## config.mk

```make
export PLATFORM = sky130hd
export DESIGN_NAME = xseu_regfile
export DESIGN_NICKNAME = d
export VERILOG_FILES = /design/src/xseu_pkg.sv /design/src/xseu_regfile.sv
export SDC_FILE = /design/constraint.sdc
export NUM_CORES = 1
export LEC_CHECK = 0
export ABC_AREA = 1
export BUFFER_PORTS_ARGS = -buffer_cell sky130_fd_sc_hd__clkbuf_2
export CAP_MARGIN = 0
export CORE_MARGIN = 1.5
export CORE_UTILIZATION = 29
export DETAILED_ROUTE_END_ITERATION = 6
export GPL_TIMING_DRIVEN = 0
export PLACE_DENSITY = 0.57
export SYNTH_ARGS = -nofsm -noshare
export SYNTH_HDL_FRONTEND = slang
export SYNTH_SLANG_ARGS = --single-unit
export TNS_END_PERCENT = 1
```

## constraint.sdc

```tcl
create_clock -name aclk -period 2.5 [get_ports aclk]
set_input_delay 0.25 -clock aclk [delete_from_list [all_inputs] [get_ports aclk]]
set_output_delay 0.25 -clock aclk [all_outputs]
set_load 0.02 [all_outputs]
```

## src/xseu_pkg.sv

```systemverilog
// ----------------------------------------------------------------------------
// x86 subset execute unit package
// Opcodes, operand kinds, the request and commit types and an address helper.
// ----------------------------------------------------------------------------
package xseu_pkg;

    localparam int MEM_WORDS = 4096;
    localparam int MEM_AW    = $clog2(MEM_WORDS);

    localparam logic [4:0] OP_ADDL  = 5'd0;
    localparam logic [4:0] OP_ANDL  = 5'd1;
    localparam logic [4:0] OP_LEAVE = 5'd2;
    localparam logic [4:0] OP_MOVL  = 5'd3;
    localparam logic [4:0] OP_PUSHL = 5'd4;
    localparam logic [4:0] OP_RET   = 5'd5;
    localparam logic [4:0] OP_SUBL  = 5'd6;
    localparam logic [4:0] OP_CMPL  = 5'd7;
    localparam logic [4:0] OP_INCL  = 5'd8;
    localparam logic [4:0] OP_JG    = 5'd9;
    localparam logic [4:0] OP_JLE   = 5'd10;
    localparam logic [4:0] OP_JMP   = 5'd11;
    localparam logic [4:0] OP_LEAL  = 5'd12;
    localparam logic [4:0] OP_CALL  = 5'd13;
    localparam logic [4:0] OP_SALL  = 5'd14;
    localparam logic [4:0] OP_IMULL = 5'd15;
    localparam logic [4:0] OP_DECL  = 5'd16;

    localparam logic [1:0] SRC_REG = 2'd0;
    localparam logic [1:0] SRC_MEM = 2'd2;
    localparam logic       DST_MEM = 1'b1;

    localparam logic [2:0] SP_REG = 3'd4;
    localparam logic [2:0] BP_REG = 3'd5;

    typedef logic [MEM_AW-1:0] waddr_t;

    typedef struct packed {
        logic [4:0]  op;
        logic [1:0]  src_kind;
        logic [2:0]  src_reg;
        logic [31:0] src_value;
        logic        dst_kind;
        logic [2:0]  dst_reg;
        logic [13:0] dst_addr;
        logic [31:0] lea_disp;
        logic [2:0]  lea_base;
        logic [31:0] next_ip;
    } item_t;

    typedef struct packed {
        logic [31:0] new_ip;
        logic        sf;
        logic        zf;
        logic        wrote;
        logic [31:0] res;
        logic        bad;
        logic        mem_we;
        waddr_t      mem_addr;
        logic        reg_we;
        logic [2:0]  reg_addr;
        logic        sp_we;
        logic [31:0] sp_wdata;
    } commit_t;

    function automatic waddr_t word_index(input logic [31:0] byte_addr);
        return byte_addr[MEM_AW+1:2];
    endfunction

endpackage

```

## src/xseu_regfile.sv

```systemverilog
// ----------------------------------------------------------------------------
// x86 subset execute unit register file
// Eight 32-bit registers and the SF/ZF flags, updated when a request commits.
// ----------------------------------------------------------------------------
module xseu_regfile import xseu_pkg::*; (
    input  logic        aclk,
    input  logic        aresetn,
    input  logic        commit,
    input  commit_t     cm,
    input  logic [2:0]  rd_src,
    input  logic [2:0]  rd_dst,
    input  logic [2:0]  rd_lb,
    output logic [31:0] src_val,
    output logic [31:0] dst_val,
    output logic [31:0] lb_val,
    output logic [31:0] sp_val,
    output logic [31:0] bp_val,
    output logic        sf,
    output logic        zf
);

    logic [31:0] rf_reg [8];
    logic        sf_reg;
    logic        zf_reg;

    always_ff @(posedge aclk) begin
        if (!aresetn) begin
            for (int i = 0; i < 8; i++) begin
                rf_reg[i] <= '0;
            end
            sf_reg <= 1'b0;
            zf_reg <= 1'b0;
        end else if (commit) begin
            if (cm.reg_we) begin
                rf_reg[cm.reg_addr] <= cm.res;
            end
            if (cm.sp_we) begin
                rf_reg[SP_REG] <= cm.sp_wdata;
            end
            sf_reg <= cm.sf;
            zf_reg <= cm.zf;
        end
    end

    assign src_val = rf_reg[rd_src];
    assign dst_val = rf_reg[rd_dst];
    assign lb_val  = rf_reg[rd_lb];
    assign sp_val  = rf_reg[SP_REG];
    assign bp_val  = rf_reg[BP_REG];
    assign sf      = sf_reg;
    assign zf      = zf_reg;

endmodule

```

==> results_dict.tcl <==
set metrics [dict create \
    nets 3175 \
    synth_top_family_by_area "simple AND/OR/NAND/NOR gates" \
    multiInputGateArea_sq_um 8070 \
    yosysTopAreaCell "edfxtp_1" \
    synth_top_area_share_pct 43.6 \
    drv_slew 0 \
    grt_usage_pct 26.6 \
    synthDistinctLibCells 15 \
    ctsRootBufferMaster "clkbuf_16" \
    period_share_pct 104 \
    io_buffers 241 \
    ys.flop_type "edfxtp_1" \
    final_util_pct 35.8 \
    p_per_area_nw_per_um2 629 \
    clock_latency_ns 0.56 \
    period_minus_slack_ns 2.60 \
    post-place-ws_ns -0.556 \
    synth_edf_count 256 \
    place_congestion 0.955 \
    drv_cap 0 \
    critPathArrivalTime_ns 2.35 \
    p_leak_nw 11.2 \
    grt_max_degree 27 \
    start_kind "input port" \
    syn_nets 2854 \
    pin_count 292 \
    yosys.area_share.adder_pct 0 \
    initial_core_util_pct 29.3 \
    cp_max_fo 10 \
    drt-vias-per-instance 5.15 \
    dieArea_sq_um 62300 \
    vias 19900 \
    max_freq_mhz 384 \
    ir_drop_v 0.000398 \
    slew_headroom_pct 28.0 \
    synth_seq_area_share_pct 43.8 \
    rows 90 \
    core_sq_um 60200 \
    gr-total-overflow 0 \
    die_w_um 250 \
    largest_reg_flops 256 \
    status "finished with violations" \
    dpl.cell_count 3755 \
    finClkSkew_ns 0 \
    instances_no_fill 3855 \
    synthMuxAreaShare_pct 0 \
    drive_above_1_share_pct 12.1 \
    grt_first_pass_wirelength_mm 122 \
    cts_sinks 258 \
    tightest_slew_ns 1.08 \
    cts_setup_buffers 0 \
    end_kind "primary output" \
    syn_avg_cell_area_sq_um 6.47 \
    ys_top_cells_by_area "edfxtp_1 44%, nand2_1 28%, nand3_1 11%, inv_1 6.4%, nor2_1 4.9%" \
    fill_cells 6593 \
    worst_slack_ns -0.104 \
    crit_required_ns 2.25 \
    hold_viol 1 \
    crit_type "input port to primary output" \
    ys.warnings.count 0 \
    ant_nets 0 \
    yosys.area_share.simple_pct 45.6 \
    total_power_w 0.0136 \
    yosysMostFrequentCell "nand2_1" \
    ff_latch_area_sq_um 7730 \
    htree_levels 2 \
    rsz0062_at_grt "true" \
    ys_async_sr_fraction_pct 0 \
    cts_buffer_depth 3 \
    drtIter0Drc 2711 \
    dr.pass1.iters 7 \
    antenna_found_initial 3 \
    drc_errors 0 \
    dp_hpwl_mm 60.0 \
    setup_violations 12 \
    synthesis.area_sq_um 17600 \
    die_h_um 250 \
    wl_per_cell_um 22.0 \
    cts_tree "done" \
    whs_ns -0.000192 \
    holdCritPathClass "input port to flip-flop" \
    synthCells 2724 \
    synth_common_cells "1322 x nand2_1, 393 x nand3_1, 300 x inv_1, 256 x edfxtp_1, 230 x nor2_1" \
    clkTransAtPathRegs_ns 0.06 \
    synthXorXnorAreaFrac_pct 0 \
    violations "hold timing, setup timing" \
    cts_inserted_buffers 35 \
    synth_compound_area_share_pct 0.0568 \
    area_growth_pct 22.4 \
    routed_wl_mm 84.7 \
    synth-seq-cells 258 \
    grt_pass1_vias 18500 \
]
## stage by stage
stage          instance area [sq um]  TNS, ns
2_1_floorplan                  17600        0
3_3_place_gp                   19800  -308.19
3_5_place_dp                   20000   -47.86
4_1_cts                        21600        0
5_1_grt                        21600    -1.33
6_report                       21600   -0.515
## cell type report
cell class / count / area share, %
diodes: 2 / 0.0232
repair buffers: 284 / 7.99
well taps: 782 / 4.53
inverters: 303 / 5.27
plain buffers: 178 / 3.46
clock inverters: 21 / 1.24
clock buffers: 42 / 4.28
flip-flops and latches: 258 / 35.8
multi-input cells: 1985 / 37.4
## worst max-delay path, cell delays in order
cell and delay, ns:
clkbuf_2 0.09, clkbuf_1 0.58, clkbuf_1 0.74, nand2_1 0.11, nand3_1 0.11, nand2_1 0.08
nand2_1 0.06, nand2_1 0.13, clkbuf_2 0.19
## path summary, 6_finish.rpt
check	start	to	slack (ns)	depth (start not counted)
worst max-delay path	rd_src[0]	src_val[31]	-0.10	9
worst min-delay path	cm[6]	rf_reg[4][6]$_DFFE_PP_	-0.0002	3
worst max register to register	sf$_SDFFE_PN0P_	sf$_SDFFE_PN0P_	1.32	3
worst min register to register	zf$_SDFFE_PN0P_	zf$_SDFFE_PN0P_	1.04	3
## power by group
group / internal [W] / switching, W
clock: 0.00326 / 0.00217
combinational: 0.000797 / 0.00221
sequential: 0.00502 / 0.000104
total: 0.00908 / 0.00449
## cells in the final DEF (no fill, tap or decap), types with 33 or more instances in the layout
master            n
nor2_1          230
dlygate4sd3_1    35
clkbuf_1         85
buf_2            36
buf_1            42
inv_1           300
clkbuf_16        36
edfxtp_1        256
clkbuf_2        261
nand2_1        1315
nand4_1          33
nand3_1         392
## cells by family after synthesis
family	count (synthesis)
AND/OR/NAND/NOR	1983
buffers and inverters	481
flip-flops	258
AO/OA/AOI/OAI	2
## repair_timing
action / 4_1_cts / 5_1_grt
gates cloned: 0 / 0
hold endpoints to repair: 29 / 0
hold buffers: 35 / 0
gates resized for setup: 6 / 35
setup endpoints to repair: 16 / 116
## per-layer routing
metal / routed length [um] / GRT usage (%) / up-vias
met5: 13 / 0 / -
li1: - / - / 9110
met4: 3880 / 12.2 / 2
met3: 10100 / 6.51 / 248
met1: 33600 / 34.7 / 9187
met2: 37000 / 41.3 / 1303
Note: power is estimated with default switching activity, not from simulation.
