**src/xseu_pkg.sv**
```systemverilog
// ----------------------------------------------------------------------------
// x86 subset execute unit package
// Opcodes, operand kinds, the request and commit types and an address helper.
// ----------------------------------------------------------------------------
package xseu_pkg;

    localparam int MEM_WORDS = 4096;
    localparam int MEM_AW    = $clog2(MEM_WORDS);

    localparam logic [4:0] OP_ADDL  = 5'd0;
    localparam logic [4:0] OP_ANDL  = 5'd1;
    localparam logic [4:0] OP_LEAVE = 5'd2;
    localparam logic [4:0] OP_MOVL  = 5'd3;
    localparam logic [4:0] OP_PUSHL = 5'd4;
    localparam logic [4:0] OP_RET   = 5'd5;
    localparam logic [4:0] OP_SUBL  = 5'd6;
    localparam logic [4:0] OP_CMPL  = 5'd7;
    localparam logic [4:0] OP_INCL  = 5'd8;
    localparam logic [4:0] OP_JG    = 5'd9;
    localparam logic [4:0] OP_JLE   = 5'd10;
    localparam logic [4:0] OP_JMP   = 5'd11;
    localparam logic [4:0] OP_LEAL  = 5'd12;
    localparam logic [4:0] OP_CALL  = 5'd13;
    localparam logic [4:0] OP_SALL  = 5'd14;
    localparam logic [4:0] OP_IMULL = 5'd15;
    localparam logic [4:0] OP_DECL  = 5'd16;

    localparam logic [1:0] SRC_REG = 2'd0;
    localparam logic [1:0] SRC_MEM = 2'd2;
    localparam logic       DST_MEM = 1'b1;

    localparam logic [2:0] SP_REG = 3'd4;
    localparam logic [2:0] BP_REG = 3'd5;

    typedef logic [MEM_AW-1:0] waddr_t;

    typedef struct packed {
        logic [4:0]  op;
        logic [1:0]  src_kind;
        logic [2:0]  src_reg;
        logic [31:0] src_value;
        logic        dst_kind;
        logic [2:0]  dst_reg;
        logic [13:0] dst_addr;
        logic [31:0] lea_disp;
        logic [2:0]  lea_base;
        logic [31:0] next_ip;
    } item_t;

    typedef struct packed {
        logic [31:0] new_ip;
        logic        sf;
        logic        zf;
        logic        wrote;
        logic [31:0] res;
        logic        bad;
        logic        mem_we;
        waddr_t      mem_addr;
        logic        reg_we;
        logic [2:0]  reg_addr;
        logic        sp_we;
        logic [31:0] sp_wdata;
    } commit_t;

    function automatic waddr_t word_index(input logic [31:0] byte_addr);
        return byte_addr[MEM_AW+1:2];
    endfunction

endpackage

```
**src/xseu_exec.sv**
```systemverilog
// ----------------------------------------------------------------------------
// x86 subset execute unit datapath
// Selects the operands, executes one instruction and forms its commit.
// ----------------------------------------------------------------------------
module xseu_exec import xseu_pkg::*; (
    input  item_t       item,
    input  logic [31:0] rf_src,
    input  logic [31:0] rf_dst,
    input  logic [31:0] rf_lb,
    input  logic [31:0] rf_sp,
    input  logic [31:0] rf_bp,
    input  logic        sf_in,
    input  logic        zf_in,
    input  logic [31:0] mem_a,
    input  logic [31:0] mem_b,
    output commit_t     cm
);

    logic [31:0] src;
    logic [31:0] dst;
    logic [31:0] prod;
    logic [31:0] sp_dec;
    logic [31:0] res;
    logic [31:0] flag_val;
    logic        set_f;
    logic        to_dst;
    logic        to_src;
    logic        wrote;

    assign src    = (item.src_kind == SRC_REG) ? rf_src :
                    (item.src_kind == SRC_MEM) ? mem_a : item.src_value;
    assign dst    = (item.dst_kind == DST_MEM) ? mem_b : rf_dst;
    assign prod   = dst * src;
    assign sp_dec = rf_sp - 32'd4;

    always_comb begin
        cm       = '0;
        cm.new_ip = item.next_ip;
        res      = '0;
        flag_val = '0;
        set_f    = 1'b0;
        to_dst   = 1'b0;
        to_src   = 1'b0;
        wrote    = 1'b0;
        unique case (item.op)
            OP_ADDL: begin
                res = dst + src;
                set_f = 1'b1;
                to_dst = 1'b1;
            end
            OP_ANDL: begin
                res = dst & src;
                set_f = 1'b1;
                to_dst = 1'b1;
            end
            OP_LEAVE: begin
                res = mem_a;
                cm.reg_we = 1'b1;
                cm.reg_addr = BP_REG;
                cm.sp_we = 1'b1;
                cm.sp_wdata = rf_bp + 32'd4;
                wrote = 1'b1;
            end
            OP_MOVL: begin
                res = src;
                to_dst = 1'b1;
            end
            OP_PUSHL: begin
                res = src;
                cm.sp_we = 1'b1;
                cm.sp_wdata = sp_dec;
                cm.mem_we = 1'b1;
                cm.mem_addr = word_index(sp_dec);
                wrote = 1'b1;
            end
            OP_RET: begin
                cm.new_ip = mem_a;
                cm.sp_we = 1'b1;
                cm.sp_wdata = rf_sp + 32'd4;
            end
            OP_SUBL: begin
                res = dst - src;
                set_f = 1'b1;
                to_dst = 1'b1;
            end
            OP_CMPL: begin
                set_f = 1'b1;
            end
            OP_INCL: begin
                res = src + 32'd1;
                set_f = 1'b1;
                to_src = 1'b1;
            end
            OP_JG: begin
                if (!sf_in && !zf_in) begin
                    cm.new_ip = src;
                end
            end
            OP_JLE: begin
                if (sf_in || zf_in) begin
                    cm.new_ip = src;
                end
            end
            OP_JMP: begin
                cm.new_ip = src;
            end
            OP_LEAL: begin
                res = item.lea_disp + rf_lb;
                to_dst = 1'b1;
            end
            OP_CALL: begin
                res = item.next_ip;
                cm.new_ip = src;
                cm.sp_we = 1'b1;
                cm.sp_wdata = sp_dec;
                cm.mem_we = 1'b1;
                cm.mem_addr = word_index(sp_dec);
                wrote = 1'b1;
            end
            OP_SALL: begin
                res = dst << src[4:0];
                set_f = 1'b1;
                to_dst = 1'b1;
            end
            OP_IMULL: begin
                res = prod;
                set_f = 1'b1;
                to_dst = 1'b1;
            end
            OP_DECL: begin
                res = src - 32'd1;
                set_f = 1'b1;
                to_src = 1'b1;
            end
            default: begin
                cm.bad = 1'b1;
            end
        endcase

        flag_val = (item.op == OP_CMPL) ? (dst - src) : res;
        cm.sf = set_f ? flag_val[31] : sf_in;
        cm.zf = set_f ? (flag_val == 32'd0) : zf_in;

        if (to_dst) begin
            wrote = 1'b1;
            if (item.dst_kind == DST_MEM) begin
                cm.mem_we = 1'b1;
                cm.mem_addr = word_index({18'd0, item.dst_addr});
            end else begin
                cm.reg_we = 1'b1;
                cm.reg_addr = item.dst_reg;
            end
        end
        if (to_src) begin
            if (item.src_kind == SRC_REG) begin
                wrote = 1'b1;
                cm.reg_we = 1'b1;
                cm.reg_addr = item.src_reg;
            end else if (item.src_kind == SRC_MEM) begin
                wrote = 1'b1;
                cm.mem_we = 1'b1;
                cm.mem_addr = word_index(item.src_value);
            end
        end

        cm.wrote = wrote;
        cm.res   = wrote ? res : 32'd0;
    end

endmodule

```
**config.mk**
```make
export PLATFORM = sky130hd
export DESIGN_NAME = xseu_exec
export DESIGN_NICKNAME = d
export VERILOG_FILES = /design/src/xseu_pkg.sv /design/src/xseu_exec.sv
export SDC_FILE = /design/constraint.sdc
export NUM_CORES = 2
export LEC_CHECK = 0
export BUFFER_PORTS_ARGS = -buffer_cell sky130_fd_sc_hd__buf_2
export CAP_MARGIN = 0
export CELL_PAD_IN_SITES_DETAIL_PLACEMENT = 1
export CELL_PAD_IN_SITES_GLOBAL_PLACEMENT = 1
export CORE_MARGIN = 2
export CORE_UTILIZATION = 48
export DETAILED_ROUTE_END_ITERATION = 10
export GPL_ROUTABILITY_DRIVEN = 0
export PLACE_DENSITY = 0.9
export RECOVER_POWER = 25
export SYNTH_ARGS = -nofsm -noshare
export SYNTH_HDL_FRONTEND = slang
export SYNTH_SLANG_ARGS = --single-unit
```
**constraint.sdc**
```tcl
create_clock -name vclk -period 33.1
set_input_delay 6.62 -clock vclk [all_inputs]
set_output_delay 6.62 -clock vclk [all_outputs]
set_load 0.01 [all_outputs]
```
==> impl_metrics.tcl <==
set metrics [dict create \
    synthTopCellsByArea "fa_1 28%, ha_1 11%, nor2_1 6.8%" \
    cts_setup_buffers 0 \
    drive_above_1_share_pct 15.4 \
    synth_area_mm2 0.0295 \
    syn2layout_area_growth_pct 10.5 \
    port_buffers 466 \
    crit_path_start "item[84]" \
    grt_pass1_vias 37000 \
    synth.avg_cell_area_um2 7.57 \
    critPathCapture "cm[84]" \
    overflow 0 \
    yosysUniqueCellTypes 101 \
    worstHoldPathType "in2out" \
    rows 90 \
    synth_cells 3894 \
    timing.final.hold_violations 0 \
    die_h_um 252 \
    grt_pass1_wl_mm 234 \
    clockBufferCount 0 \
    max_slew_margin_pct -87.0 \
    rsz0062_at_grt "no" \
    critPathLaunchType "primary input" \
    fmax_ghz 0.0403 \
    postRouteAntennaNets 0 \
    grt_max_degree 57 \
    synth_most_common_cell "nor2_1" \
    netlist_top_cells_count "534 x nor2_1, 465 x inv_1, 424 x nand2_1, 411 x fa_1, 252 x ha_1" \
    endpoint_kind "output pin" \
    ctsResizeCount 0 \
    first_iter_violations 4971 \
    firstDrtPassIters 9 \
    seq_area_frac_synth_pct 0 \
    maxCapViolCount 3 \
    avgRoutedWirePerCell_um 31.9 \
    fin_crit_ns 24.84 \
    synth-warning-count 0 \
    synthesis.nets 4910 \
    synth_area_leader_cell "fa_1" \
    die_area_mm2 0.0634 \
    core_area_mm2 0.0606 \
    slew_violations 101 \
    setup_tns_ns 0 \
    cp.arrival_ns 18.22 \
    flops_and_latches 0 \
    path_max_fanout 28 \
    place_hpwl_mm 126 \
    final_util_pct 53.7 \
    violations "max-capacitance violations, max-slew violations" \
    status "complete, but fails checks" \
    synth_top_area_share_pct 27.9 \
    cp.required_ns 26.48 \
    start_util_pct 48.7 \
    wl_mm 160 \
    via_per_inst 7.02 \
    min_period_over_period_pct 75.0 \
    pin_count 471 \
    drc 0 \
    tightestPinTransition_ns 2.81 \
    path_class "in2out" \
    grt_util_all_layers_pct 49.5 \
    antenna_found_initial 12 \
    fin_nets 5247 \
    setup_viol 0 \
    regArea_um2 0 \
    holdBufCountCts 0 \
    die_w_um 252 \
    num_vias 35200 \
    timing.hold.ws_ns 13.54 \
]
==> through the flow <==
step	setup slack, ns	cell area (um^2)	std cells
after floorplan	10.87	29500	3894
after global placement	9.02	32600	5011
after detailed placement	8.78	32600	5011
after CTS	8.77	32600	5011
after global routing	8.23	32500	5015
final	8.26	32600	5021
==> worst max-delay path, stage by stage <==
cell and delay (ns):
buf_2 0.44, buf_4 0.64, mux2i_1 1.01, clkinv_1 0.85, nand2_1 0.35, fa_1 0.48
fa_1 0.61, fa_1 0.49, fa_1 0.59, inv_1 0.07, fa_1 0.57, fa_1 0.43
fa_1 0.56, fa_1 0.43, ha_1 0.39, nor2_1 0.24, nor2_1 0.10, a21boi_0 0.48
nor4b_1 0.53, o31ai_1 0.24, xnor2_1 0.21, a211oi_2 0.31, o21ai_1 0.23, or4_4 0.62
o41ai_2 0.45, buf_2 0.20
==> layout by cell type (no fill, tap or decap), types with 25 or more instances in the layout <==
| master | netlist | routed |
|---|---|---|
| a211oi_1 | 29 | 29 |
| a21o_1 | 30 | 30 |
| a21oi_1 | 145 | 143 |
| a221o_1 | 46 | 46 |
| a22oi_1 | 25 | 25 |
| and2_1 | 27 | 26 |
| buf_2 | 18 | 441 |
| buf_4 | 8 | 87 |
| clkbuf_1 | 161 | 27 |
| fa_1 | 411 | 411 |
| ha_1 | 252 | 252 |
| inv_1 | 465 | 465 |
| mux2i_1 | 88 | 80 |
| nand2_1 | 424 | 424 |
| nand2b_1 | 25 | 25 |
| nand3_1 | 78 | 77 |
| nand4_1 | 30 | 30 |
| nor2_1 | 534 | 530 |
| nor2b_1 | 30 | 30 |
| nor3_1 | 50 | 49 |
| o2111ai_1 | 32 | 32 |
| o211ai_1 | 56 | 56 |
| o21a_1 | 33 | 33 |
| o21ai_0 | 173 | 173 |
| o22ai_1 | 27 | 27 |
| xnor2_1 | 144 | 144 |
| xor2_1 | 70 | 70 |
==> worst min path at each step <==
stage | slack [ns] | endpoint | cells after the start | from
final | 13.54 | cm[34] | 3 | item[118]
after detailed placement | 13.54 | cm[34] | 3 | item[118]
after global routing | 13.56 | cm[34] | 3 | item[118]
after CTS | 13.54 | cm[34] | 3 | item[118]
after global placement | 13.53 | cm[34] | 3 | item[118]
after floorplan | 13.34 | cm[2] | 1 | rf_sp[2]
==> cell families after synthesis <==
group | synth area share, %
AOI/OAI and AO/OA | 19.9
xor gates and xnor gates | 6.82
adders and majority gates | 38.6
buffers and inverters | 9.51
muxes | 4.89
and+or+nand+nor | 20.2
==> area by class of cell <==
type | count | area (um^2)
multi-input combinational | 3185 | 26800
timing repair buffer | 555 | 2960
fill | 7903 | 28000
antenna | 10 | 25.0
tap | 782 | 978
inverter | 489 | 1840
==> metal layers <==
metal | vias to the layer above | GRT usage [%] | wire length [um]
met5 | - | 1.62 | 209
met4 | 14 | 42.9 | 17800
met3 | 1231 | 22.2 | 24900
met2 | 3143 | 72.6 | 65300
met1 | 16900 | 54.2 | 51700
li1 | 13900 | - | -
